===== config.mk =====
export PLATFORM = sky130hd
export DESIGN_NAME = tagged_decimal_command_parser
export DESIGN_NICKNAME = d
export VERILOG_FILES = /design/src/rtl/core/tdcp_pkg.sv /design/src/rtl/core/tagged_decimal_command_parser.sv /design/src/rtl/core/tdcp_parser.sv
export SDC_FILE = /design/constraint.sdc
export NUM_CORES = 1
export LEC_CHECK = 0
export BUFFER_PORTS_ARGS = -buffer_cell sky130_fd_sc_hd__buf_2
export CORE_ASPECT_RATIO = 0.6
export CORE_MARGIN = 2
export CORE_UTILIZATION = 50
export DETAILED_ROUTE_END_ITERATION = 8
export PLACE_DENSITY = 0.71
export SETUP_SLACK_MARGIN = 0.5
export SYNTH_ARGS = -nofsm -noshare
export SYNTH_HDL_FRONTEND = slang
export SYNTH_SLANG_ARGS = --single-unit

===== constraint.sdc =====
create_clock -name clock -period 3.2 [get_ports clock]
set_input_delay 0.16 -clock clock [delete_from_list [all_inputs] [get_ports clock]]
set_output_delay 0.16 -clock clock [all_outputs]
set_load 0.05 [all_outputs]

===== src/rtl/core/tdcp_pkg.sv =====
package tdcp_pkg;

   localparam int NUM_TAGS = 5;
   localparam int TAG_W = 3;
   localparam int SPEED_W = 16;

   localparam logic [TAG_W-1:0] TAG_L    = 3'd0;
   localparam logic [TAG_W-1:0] TAG_R    = 3'd1;
   localparam logic [TAG_W-1:0] TAG_A    = 3'd2;
   localparam logic [TAG_W-1:0] TAG_D    = 3'd3;
   localparam logic [TAG_W-1:0] TAG_G    = 3'd4;
   localparam logic [TAG_W-1:0] TAG_NONE = 3'd7;

   localparam logic [7:0] CHAR_E    = 8'h45;
   localparam logic [7:0] CHAR_L    = 8'h4C;
   localparam logic [7:0] CHAR_R    = 8'h52;
   localparam logic [7:0] CHAR_A    = 8'h41;
   localparam logic [7:0] CHAR_D    = 8'h44;
   localparam logic [7:0] CHAR_G    = 8'h47;
   localparam logic [7:0] CHAR_ZERO = 8'h30;
   localparam logic [7:0] CHAR_NINE = 8'h39;

   localparam logic [SPEED_W-1:0] RESET_SPEED = 16'd90;

   typedef struct packed {
      logic [7:0] rx_byte;
      logic       timeout;
   } item_type;

   typedef struct packed {
      logic [SPEED_W-1:0] left_speed;
      logic [SPEED_W-1:0] right_speed;
      logic [SPEED_W-1:0] vertical_speed;
      logic               leds_on;
      logic [SPEED_W-1:0] gripper_command;
      logic               gripper_valid;
   } result_type;

   typedef struct packed {
      logic                 we;
      logic [SPEED_W-1:0]   data;
   } csr_type;

   function automatic logic [TAG_W-1:0] tag_of(input logic [7:0] b);
      logic [TAG_W-1:0] t;
      unique case (b)
         CHAR_L:  t = TAG_L;
         CHAR_R:  t = TAG_R;
         CHAR_A:  t = TAG_A;
         CHAR_D:  t = TAG_D;
         CHAR_G:  t = TAG_G;
         default: t = TAG_NONE;
      endcase
      return t;
   endfunction

   // value * 10 + digit, clamped to 16 bits
   function automatic logic [SPEED_W-1:0] acc_digit(input logic [SPEED_W-1:0] v,
                                                    input logic [3:0] d);
      logic [19:0] acc;
      acc = ({4'd0, v} << 3) + ({4'd0, v} << 1) + {16'd0, d};
      return (acc[19:16] != 4'd0) ? {SPEED_W{1'b1}} : acc[SPEED_W-1:0];
   endfunction

endpackage


===== src/rtl/core/tagged_decimal_command_parser.sv =====
// Parses remote-control messages one received byte per transaction. Tags L, R, A, D
// and G take the decimal digits that follow (first occurrence per message only,
// saturating at 65535); E or a timeout transaction ends the message and yields one
// result transaction with the motor speeds, LED flag and gripper command. The block
// takes one byte every clock cycle unless the input is held off; a byte passes an
// input register and the message-state update, and the result of an ending byte is
// loaded into the result register when that byte leaves the input register. An E or
// timeout byte waits in the input register while an earlier result is still held
// and not taken, and the input is held off meanwhile; other bytes never wait. The
// per-byte rate is set by the update of the message state register.
// A csr write loads all three held motor speeds.
module tagged_decimal_command_parser
   import tdcp_pkg::*;
#(
   parameter int MAX_BYTES = 22
) (
   input  logic        clock,
   input  logic        reset,
   input  logic        req_tvalid,
   output logic        req_tready,
   input  logic [7:0]  req_tdata,   // [7:0] rx_byte
   input  logic [0:0]  req_tuser,   // [0] timeout
   output logic        rsp_tvalid,
   input  logic        rsp_tready,
   // [15:0] left_speed, [31:16] right_speed, [47:32] vertical_speed, [48] leds_on,
   // [64:49] gripper_command, [65] gripper_valid, [71:66] zero
   output logic [71:0] rsp_tdata,
   input  logic        csr_valid,
   output logic        csr_ready,
   input  logic [15:0] csr_data
);

   logic       in_valid_ff, in_valid_in;
   item_type   in_item_ff, in_item_in;
   logic       out_valid_ff, out_valid_in;
   result_type out_ff, out_in;

   logic       go;
   logic       done;
   logic       out_free;
   logic       needs_out;
   logic       advance;
   result_type result;
   csr_type    csr;

   tdcp_parser #(
      .MAX_BYTES(MAX_BYTES)
   ) u_parser (
      .clock (clock),
      .reset (reset),
      .go    (go),
      .item  (in_item_ff),
      .csr   (csr),
      .done  (done),
      .result(result)
   );

   always_comb begin
      csr.we    = csr_valid;
      csr.data  = csr_data;
      csr_ready = 1'b1;

      out_free  = !out_valid_ff || rsp_tready;
      needs_out = in_item_ff.timeout || (in_item_ff.rx_byte == CHAR_E);
      advance   = in_valid_ff && (!needs_out || out_free);
      go        = advance;
      req_tready = !in_valid_ff || advance;

      in_valid_in = in_valid_ff;
      in_item_in  = in_item_ff;
      if (req_tready) begin
         in_valid_in        = req_tvalid;
         in_item_in.rx_byte = req_tdata;
         in_item_in.timeout = req_tuser[0];
      end

      out_valid_in = out_valid_ff && !rsp_tready;
      out_in       = out_ff;
      if (done) begin
         out_valid_in = 1'b1;
         out_in       = result;
      end

      rsp_tvalid = out_valid_ff;
      rsp_tdata  = {6'd0, out_ff.gripper_valid, out_ff.gripper_command, out_ff.leds_on,
                    out_ff.vertical_speed, out_ff.right_speed, out_ff.left_speed};
   end

   always_ff @(posedge clock) begin
      in_item_ff <= in_item_in;
      out_ff     <= out_in;
      if (reset) begin
         in_valid_ff  <= 1'b0;
         out_valid_ff <= 1'b0;
      end else begin
         in_valid_ff  <= in_valid_in;
         out_valid_ff <= out_valid_in;
      end
   end

endmodule


===== src/rtl/core/tdcp_parser.sv =====
module tdcp_parser
   import tdcp_pkg::*;
#(
   parameter int MAX_BYTES = 22
) (
   input  logic       clock,
   input  logic       reset,
   input  logic       go,
   input  item_type   item,
   input  csr_type    csr,
   output logic       done,
   output result_type result
);

   localparam int CNT_W = $clog2(MAX_BYTES + 1);

   logic [SPEED_W-1:0] vals_ff [NUM_TAGS];
   logic [SPEED_W-1:0] vals_in [NUM_TAGS];
   logic [NUM_TAGS-1:0] seen_ff, seen_in;
   logic [TAG_W-1:0]    active_ff, active_in;
   logic [CNT_W-1:0]    count_ff, count_in;
   logic [SPEED_W-1:0]  left_ff, left_in, right_ff, right_in, vert_ff, vert_in;
   logic                leds_ff, leds_in;

   logic             is_digit;
   logic             in_window;
   logic             finish;
   logic [TAG_W-1:0] tag;
   logic [3:0]       digit;

   always_comb begin
      is_digit  = (item.rx_byte >= CHAR_ZERO) && (item.rx_byte <= CHAR_NINE);
      digit     = 4'(item.rx_byte - CHAR_ZERO);
      in_window = count_ff < CNT_W'(MAX_BYTES);
      tag       = tag_of(item.rx_byte);
      finish    = go && (item.timeout || (item.rx_byte == CHAR_E));

      vals_in   = vals_ff;
      seen_in   = seen_ff;
      active_in = active_ff;
      count_in  = count_ff;

      if (go && !item.timeout && in_window) begin
         count_in = count_ff + CNT_W'(1);
         if (is_digit) begin
            for (int i = 0; i < NUM_TAGS; i++) begin
               if (active_ff == TAG_W'(i)) begin
                  vals_in[i] = acc_digit(vals_ff[i], digit);
               end
            end
         end else begin
            active_in = TAG_NONE;
            for (int i = 0; i < NUM_TAGS; i++) begin
               if (tag == TAG_W'(i) && !seen_ff[i]) begin
                  seen_in[i] = 1'b1;
                  vals_in[i] = '0;
                  active_in  = tag;
               end
            end
         end
      end

      // an E byte touches neither seen bits nor values, so finish reads current state
      left_in  = (finish && seen_ff[TAG_L]) ? vals_ff[TAG_L] : left_ff;
      right_in = (finish && seen_ff[TAG_R]) ? vals_ff[TAG_R] : right_ff;
      vert_in  = (finish && seen_ff[TAG_A]) ? vals_ff[TAG_A] : vert_ff;
      leds_in  = (finish && seen_ff[TAG_D]) ? (vals_ff[TAG_D] != '0) : leds_ff;

      if (csr.we) begin
         left_in  = csr.data;
         right_in = csr.data;
         vert_in  = csr.data;
      end

      if (finish) begin
         seen_in   = '0;
         active_in = TAG_NONE;
         count_in  = '0;
      end

      done                   = finish;
      result.left_speed      = left_in;
      result.right_speed     = right_in;
      result.vertical_speed  = vert_in;
      result.leds_on         = leds_in;
      result.gripper_valid   = seen_ff[TAG_G];
      result.gripper_command = seen_ff[TAG_G] ? vals_ff[TAG_G] : '0;
   end

   always_ff @(posedge clock) begin
      vals_ff <= vals_in;
      if (reset) begin
         seen_ff   <= '0;
         active_ff <= TAG_NONE;
         count_ff  <= '0;
         left_ff   <= RESET_SPEED;
         right_ff  <= RESET_SPEED;
         vert_ff   <= RESET_SPEED;
         leds_ff   <= 1'b0;
      end else begin
         seen_ff   <= seen_in;
         active_ff <= active_in;
         count_ff  <= count_in;
         left_ff   <= left_in;
         right_ff  <= right_in;
         vert_ff   <= vert_in;
         leds_ff   <= leds_in;
      end
   end

endmodule


# ---- Word level (Yosys, flattened, before mapping)
# Cells that the tools add are included.
dict set report word_totals {
  ff_bits 219
  in_bits 30
  output_inout_bits 75
}
dict set report op_classes {
  addsub 12
  order_cmp 3
  n_eq_ne 19
  mux 30
  n_bitwise 1
  reduce_logical 54
}
# operator n
set ops {}
lappend ops {{two-way mux 16 bit} 21}
lappend ops {{adder 19 x 17 -> 20 bit} 5}
lappend ops {{adder 20 x 4 -> 20 bit} 5}
lappend ops {{two-way mux 80 bit} 1}
lappend ops {{== test 8 x 7 -> 1 bit, second input constant} 6}
lappend ops {{AND reduction 3 bit} 10}
lappend ops {{nonzero test 4 bit} 5}
lappend ops {{nonzero test 16 bit} 1}
lappend ops {{logical AND 1 bit} 15}
lappend ops {{two-way mux 3 bit} 5}
lappend ops {{case mux 3 bit (5 select lines)} 1}
lappend ops {{== test 3 x 2 -> 1 bit, second input constant} 4}
lappend ops {{zero test 1 bit} 10}
lappend ops {{inequality test 2 bit, second input constant} 5}
lappend ops {{nonzero test 2 bit} 5}
lappend ops {{greater-or-equal comparator 8 x 6 -> 1 bit, second input constant} 1}
lappend ops {{<= comparator 8 x 6 -> 1 bit, second input constant} 1}
lappend ops {{== test 3 x 1 -> 1 bit, second input constant} 2}
lappend ops {{== test 3 bit, second input constant} 2}
lappend ops {{zero test 3 bit} 2}
lappend ops {{adder 5 x 1 -> 5 bit, second input constant} 1}
lappend ops {{less-than comparator 5 bit, second input constant} 1}
lappend ops {{logical OR 1 bit} 4}
lappend ops {{subtractor 4 x 1 -> 4 bit, second input constant} 1}
lappend ops {{other kinds (4)} 5}

# ---- Longest topological paths before layout
dict set report logic_depth {
  word_depth 9
  depth_mapped 13
}

# ---- Hierarchy
# From an unflattened synthesis, not the netlist that was laid out.
dict set report unflattened {
  cells_unflattened 1256
  area_unflattened_um2 13624.3
}
# mod n_inst cells_per_inst area_per_inst_um2 seq_area_each_um2
set by_module_without_submodules {}
lappend by_module_without_submodules {tdcp_parser 1 1157 11157.0 3643.5}
lappend by_module_without_submodules {tagged_decimal_command_parser 1 99 2467.4 2292.2}

# ---- Worst setup path after synthesis
# No wires, ideal clock.
dict set report synth_path {
  kind {register -> register}
  startpoint {reg in_item_ff[4] (netlist name)}
  endpoint {reg u_parser.vals_ff[4] (netlist name), data pin}
  setup_time_ns 0.278
  arrival_time_ns 3.181
  path_slack_ns -0.259
  stages_incl_launch_ff 12
  period_less_slack_ns 3.459
  cell_sequence {edfxtp_1 > fa_1 > inv_1 > fa_1 > nor2b_1 > o31ai_1 > a21o_1 > o211ai_1 > nand4_1 > a211oi_2 > clkbuf_1 > a31oi_1}
}
dict set report synth_between {
  elab_chain_len 6
  elab_cells_between_ends 9
  classes_between {2 x add/sub; 2 x order compare; 3 x mux; 2 x reduce/logical}
}
# element line
set synth_lines {}
lappend synth_lines {{start: declaration} tagged_decimal_command_parser.sv:34} ;# item_type in_item_ff, in_item_in;
lappend synth_lines {{start signal: assignment} tagged_decimal_command_parser.sv:90} ;# in_item_ff <= in_item_in;
lappend synth_lines {{subtractor 4 x 1 -> 4 bit} tdcp_parser.sv:33} ;# digit = 4'(item.rx_byte - CHAR_ZERO);
lappend synth_lines {{adder 20 x 4 -> 20 bit} tdcp_pkg.sv:61} ;# acc = ({4'd0, v} << 3) + ({4'd0, v} << 1) + {16'd0, d};
lappend synth_lines {{nonzero test 4 bit} tdcp_pkg.sv:62} ;# return (acc[19:16] != 4'd0) ? {SPEED_W{1'b1}} : acc[SPEED_W-1:0];
lappend synth_lines {{two-way mux 16 bit} tdcp_pkg.sv:62}
lappend synth_lines {{two-way mux 16 bit} tdcp_parser.sv:47} ;# if (active_ff == TAG_W'(i)) begin
lappend synth_lines {{two-way mux 80 bit (*)} tdcp_parser.sv:45} ;# if (is_digit) begin
lappend synth_lines {{end signal: assignment} tdcp_parser.sv:91} ;# vals_ff <= vals_in;
lappend synth_lines {{end: declaration} tdcp_parser.sv:17} ;# logic [SPEED_W-1:0] vals_ff [NUM_TAGS];
# Every way passes the cells marked *; elsewhere a longest branch is shown, timed or not. The select of a mux whose other input is x is not followed.
# A chain may end at the register's enable or synchronous reset.

# ---- Worst setup path after layout
dict set report layout_path {
  startpoint {reg in_item_ff[4] (netlist name)}
  endpoint {reg u_parser.vals_ff[69] (netlist name), data pin}
}
# The elaborated chain is that of the path after synthesis.

==> impl_metrics.py <==
metrics = {
    "worst_setup_path": {
        "cp_common_cell": "fa_2",
        "slowest_delay_ps": 590,
        "start_kind": "register",
        "end_kind": "register",
        "critPathLaunch": "in_item_ff[4]",
        "worstPathArrival_ps": 3550,
        "required_ps": 3410,
        "slowest_stage": "fa_2",
        "crit_fanout": 8,
        "setup.worst_path.class": "reg -> reg",
        "r2r-start": "in_item_ff[4]",
        "path_cells": "buf_6 -> fa_2 -> inv_2 -> fa_2 -> nor2b_2 -> o31a_1 -> o31ai_4 -> a21oi_2 -> o21ai_2 -> a221oi_4 -> clkbuf_16 -> a31oi_2",
    },
    "clock_tree": {
        "cts-root-buf": "clkbuf_16",
        "cts_sinks": 219,
        "numCtsBuffers": 22,
        "htree_levels": 1,
        "cts_tree": "built",
        "clk_pin_slew_ps": 60,
        "clock_latency_ps": 510,
        "clockBufferDepth": 3,
    },
    "worst_hold_path": {
        "holdCritStartpoint": "csr_data[8]",
        "hold_class": "in -> reg",
    },
    "pwr": {
        "p_leak_nw": 6.92,
        "powerDensity_mw_per_mm2": 389,
        "vdd_ir_drop_max_v": 0.000309,
    },
    "final_layout": {
        "design_area_mm2": 0.0163,
        "diodes": 0,
        "final_cell_mix": "155 x edfxtp_1, 143 x ha_1, 114 x a21oi_1",
        "nFillCells": 2081,
        "drive_gt1_share_pct": 24.1,
        "area.growth.synth_to_final_pct": 22.0,
        "final_nets": 1592,
        "mostFrequentLayoutCell": "edfxtp_1",
        "fin_cells": 1771,
    },
    "die": {
        "rows": 46,
        "die_h_um": 131,
        "core_region_area_mm2": 0.0263,
        "initial_utilization_pct": 50.8,
        "dieArea_mm2": 0.0281,
        "die_x_um": 215,
        "io_pins": 105,
    },
    "grt": {
        "antenna_found_initial": 0,
        "grt_pass1_wl_um": 52700,
        "grt_pass1_vias": 9529,
        "grt_start_max_net_pins": 78,
        "grt_overflow": 0,
        "grt.total_usage_pct": 23.6,
    },
    "route": {
        "first_pass_iters": 5,
        "drt-total-wl_um": 33900,
        "postRouteAntennaNets": 0,
        "vias": 10300,
        "drt-wirelength-per-cell_um": 19.1,
        "drt_iter0_drc": 924,
        "via_per_inst": 5.80,
        "drc_errors": 0,
    },
    "synthesis": {
        "yosysSeqAreaShare_pct": 44.5,
        "ys_ff_latch": 219,
        "synth_ff_type": "edfxtp_1",
        "syn_area_mm2": 0.0134,
        "synth.top_cell.area_share_pct": 34.9,
        "synth-edff-count": 155,
        "synth_top_area_cell": "edfxtp_1",
        "synth.area.top_cells": "edfxtp_1 35%, ha_1 15%, dfxtp_1 9.6%, a21oi_1 5.2%, mux2i_1 3.7%",
        "async_flop_share_pct": 0,
        "ys_warn_count": 0,
        "syn_inst": 1223,
        "synth_cell_types": 79,
        "syn_avg_cell_area_um2": 10.9,
    },
    "sta": {
        "hold_viol_final": 0,
        "grt_setup_unrepaired": "true",
        "drv_slew": 0,
        "clock.fmax_ghz": 0.299,
        "setup_ws_ps": -145,
        "setup_viol": 51,
        "period_minus_slack_ps": 3340,
        "period_share_pct": 105,
        "slew_headroom_pct": 26.4,
        "skew_ps": 14.2,
        "worstMarginPinSlew_ps": 1100,
        "setup_tns_ps": -3230,
    },
    "placed_design": {
        "pre_cts_slack_ps": -155,
        "io_buffers": 97,
        "dp_hpwl_um": 24700,
        "place_area_mm2": 0.0148,
        "place_inst": 1684,
        "place_congestion": 0.893,
    },
    "run_status": {
        "outcome": "complete, but fails checks",
        "failed_checks": "negative setup slack",
    },
    "job": {
        "drv_cap": 0,
    },
}
==> power by group <==
| group | switching (mW) | internal (mW) | leakage (nW) |
|---|---|---|---|
| Sequential | 0.0271 | 3.10 | 1.97 |
| Clock | 1.08 | 1.61 | 0.377 |
| Combinational | 0.343 | 0.178 | 4.57 |
| Total | 1.45 | 4.90 | 6.92 |
==> routing by layer <==
metal  up-vias  track usage (%)  routed length (um)
li1       4938                -                   -
met1      5008             36.6               16900
met2       287             35.4               14500
met3        33             3.59                1950
met4         0             3.89                 471
met5         -                0                   0
==> synthesized netlist by cell type (all sizes together) (3+ instances only) <==
cell type and instances:
o31ai 5, a2111oi 3, inv 38, xnor2 25
a41oi 3, or3 7, and3 4, and2 22
nand3 9, a21boi 5, nor4 7, o21bai 6
xor2 35, o211ai 8, a31oi 53, buf 18
nand2b 16, nor3 12, clkbuf 30, or2 20
nand4 8, o21a 19, nor2 63, a211oi 9
o21ai 51, a21o 23, a211o 6, dfxtp 64
edfxtp 155, a221o 4, fa 10, nand2 50
ha 156, nor2b 47, o31a 6, mux2i 49
a21oi 140
==> kinds of logic (layout without fill, tap and decap cells) <==
family                     Yosys count  in the layout  share of synthesized area [%]
muxes                               50             50                           3.76
adders and majority gates          166            166                           16.1
AOI/OAI and AO/OA                  365            365                           17.8
other                                2              7                         0.0562
DFF                                219            219                           44.5
and+or+nand+nor                    275            275                           11.0
buffers and inverters               86            269                           2.91
xor gates and xnor gates            60             60                           3.94
==> worst max-delay path: cells and delay by family, from the launching register on <==
family	cells	cell delay [ps]
AO/OA/AOI/OAI	6	1110
adder cells (fa/ha/maj)	2	940
buffers and inverters	3	440
flip-flops	1	420
AND/OR/NAND/NOR	1	130
==> final timing paths <==
path                                             end  slack (ps)  cells past startpoint
worst max-delay path            u_parser.vals_ff[69]        -140                     12
worst min-delay path                   rsp_tdata[24]         120                      3
worst max register to register  u_parser.vals_ff[69]        -140                     12
worst min register to register  u_parser.count_ff[1]         500                      2
==> area by class of cell <==
| type | instances | area [um^2] | share of cell area, % |
|---|---|---|---|
| multi-input combinational | 923 | 7630 | 46.8 |
| clock inverter | 7 | 85.1 | 0.522 |
| sequential | 219 | 5940 | 36.4 |
| inverter | 38 | 143 | 0.875 |
| timing repair buffer | 192 | 1380 | 8.45 |
| tap | 360 | 450 | 2.76 |
| clock buffer | 32 | 671 | 4.12 |
==> stage by stage <==
stage	utilization (%)	power, mW	hold slack [ps]
after detailed placement	56.2	3.67	339
after floorplan	-	3.53	232
after global routing	61.9	6.54	135
after CTS	60.1	6.36	102
after global placement	56.2	3.66	339
final	61.9	6.34	121
==> flip-flops by register name, indices dropped and copies added, names as in the netlist, 3 cells and up <==
signal              cells
u_parser.count_ff       5
u_parser.vert_ff       16
u_parser.right_ff      16
u_parser.left_ff       16
in_item_ff              9
u_parser.vals_ff       80
rsp_tdata              66
u_parser.active_ff      3
u_parser.seen_ff        5
==> timing repair <==
action | in CTS | in global routing
buffers inserted | 6 | 28
gates cloned | 0 | 3
resized for setup | 18 | 37
setup endpoints to repair | 120 | 114
pin swaps | 8 | 7
hold endpoints to repair | 11 | 0
hold buffers | 11 | 0
No activity file was read; power rests on OpenSTA's default activity.
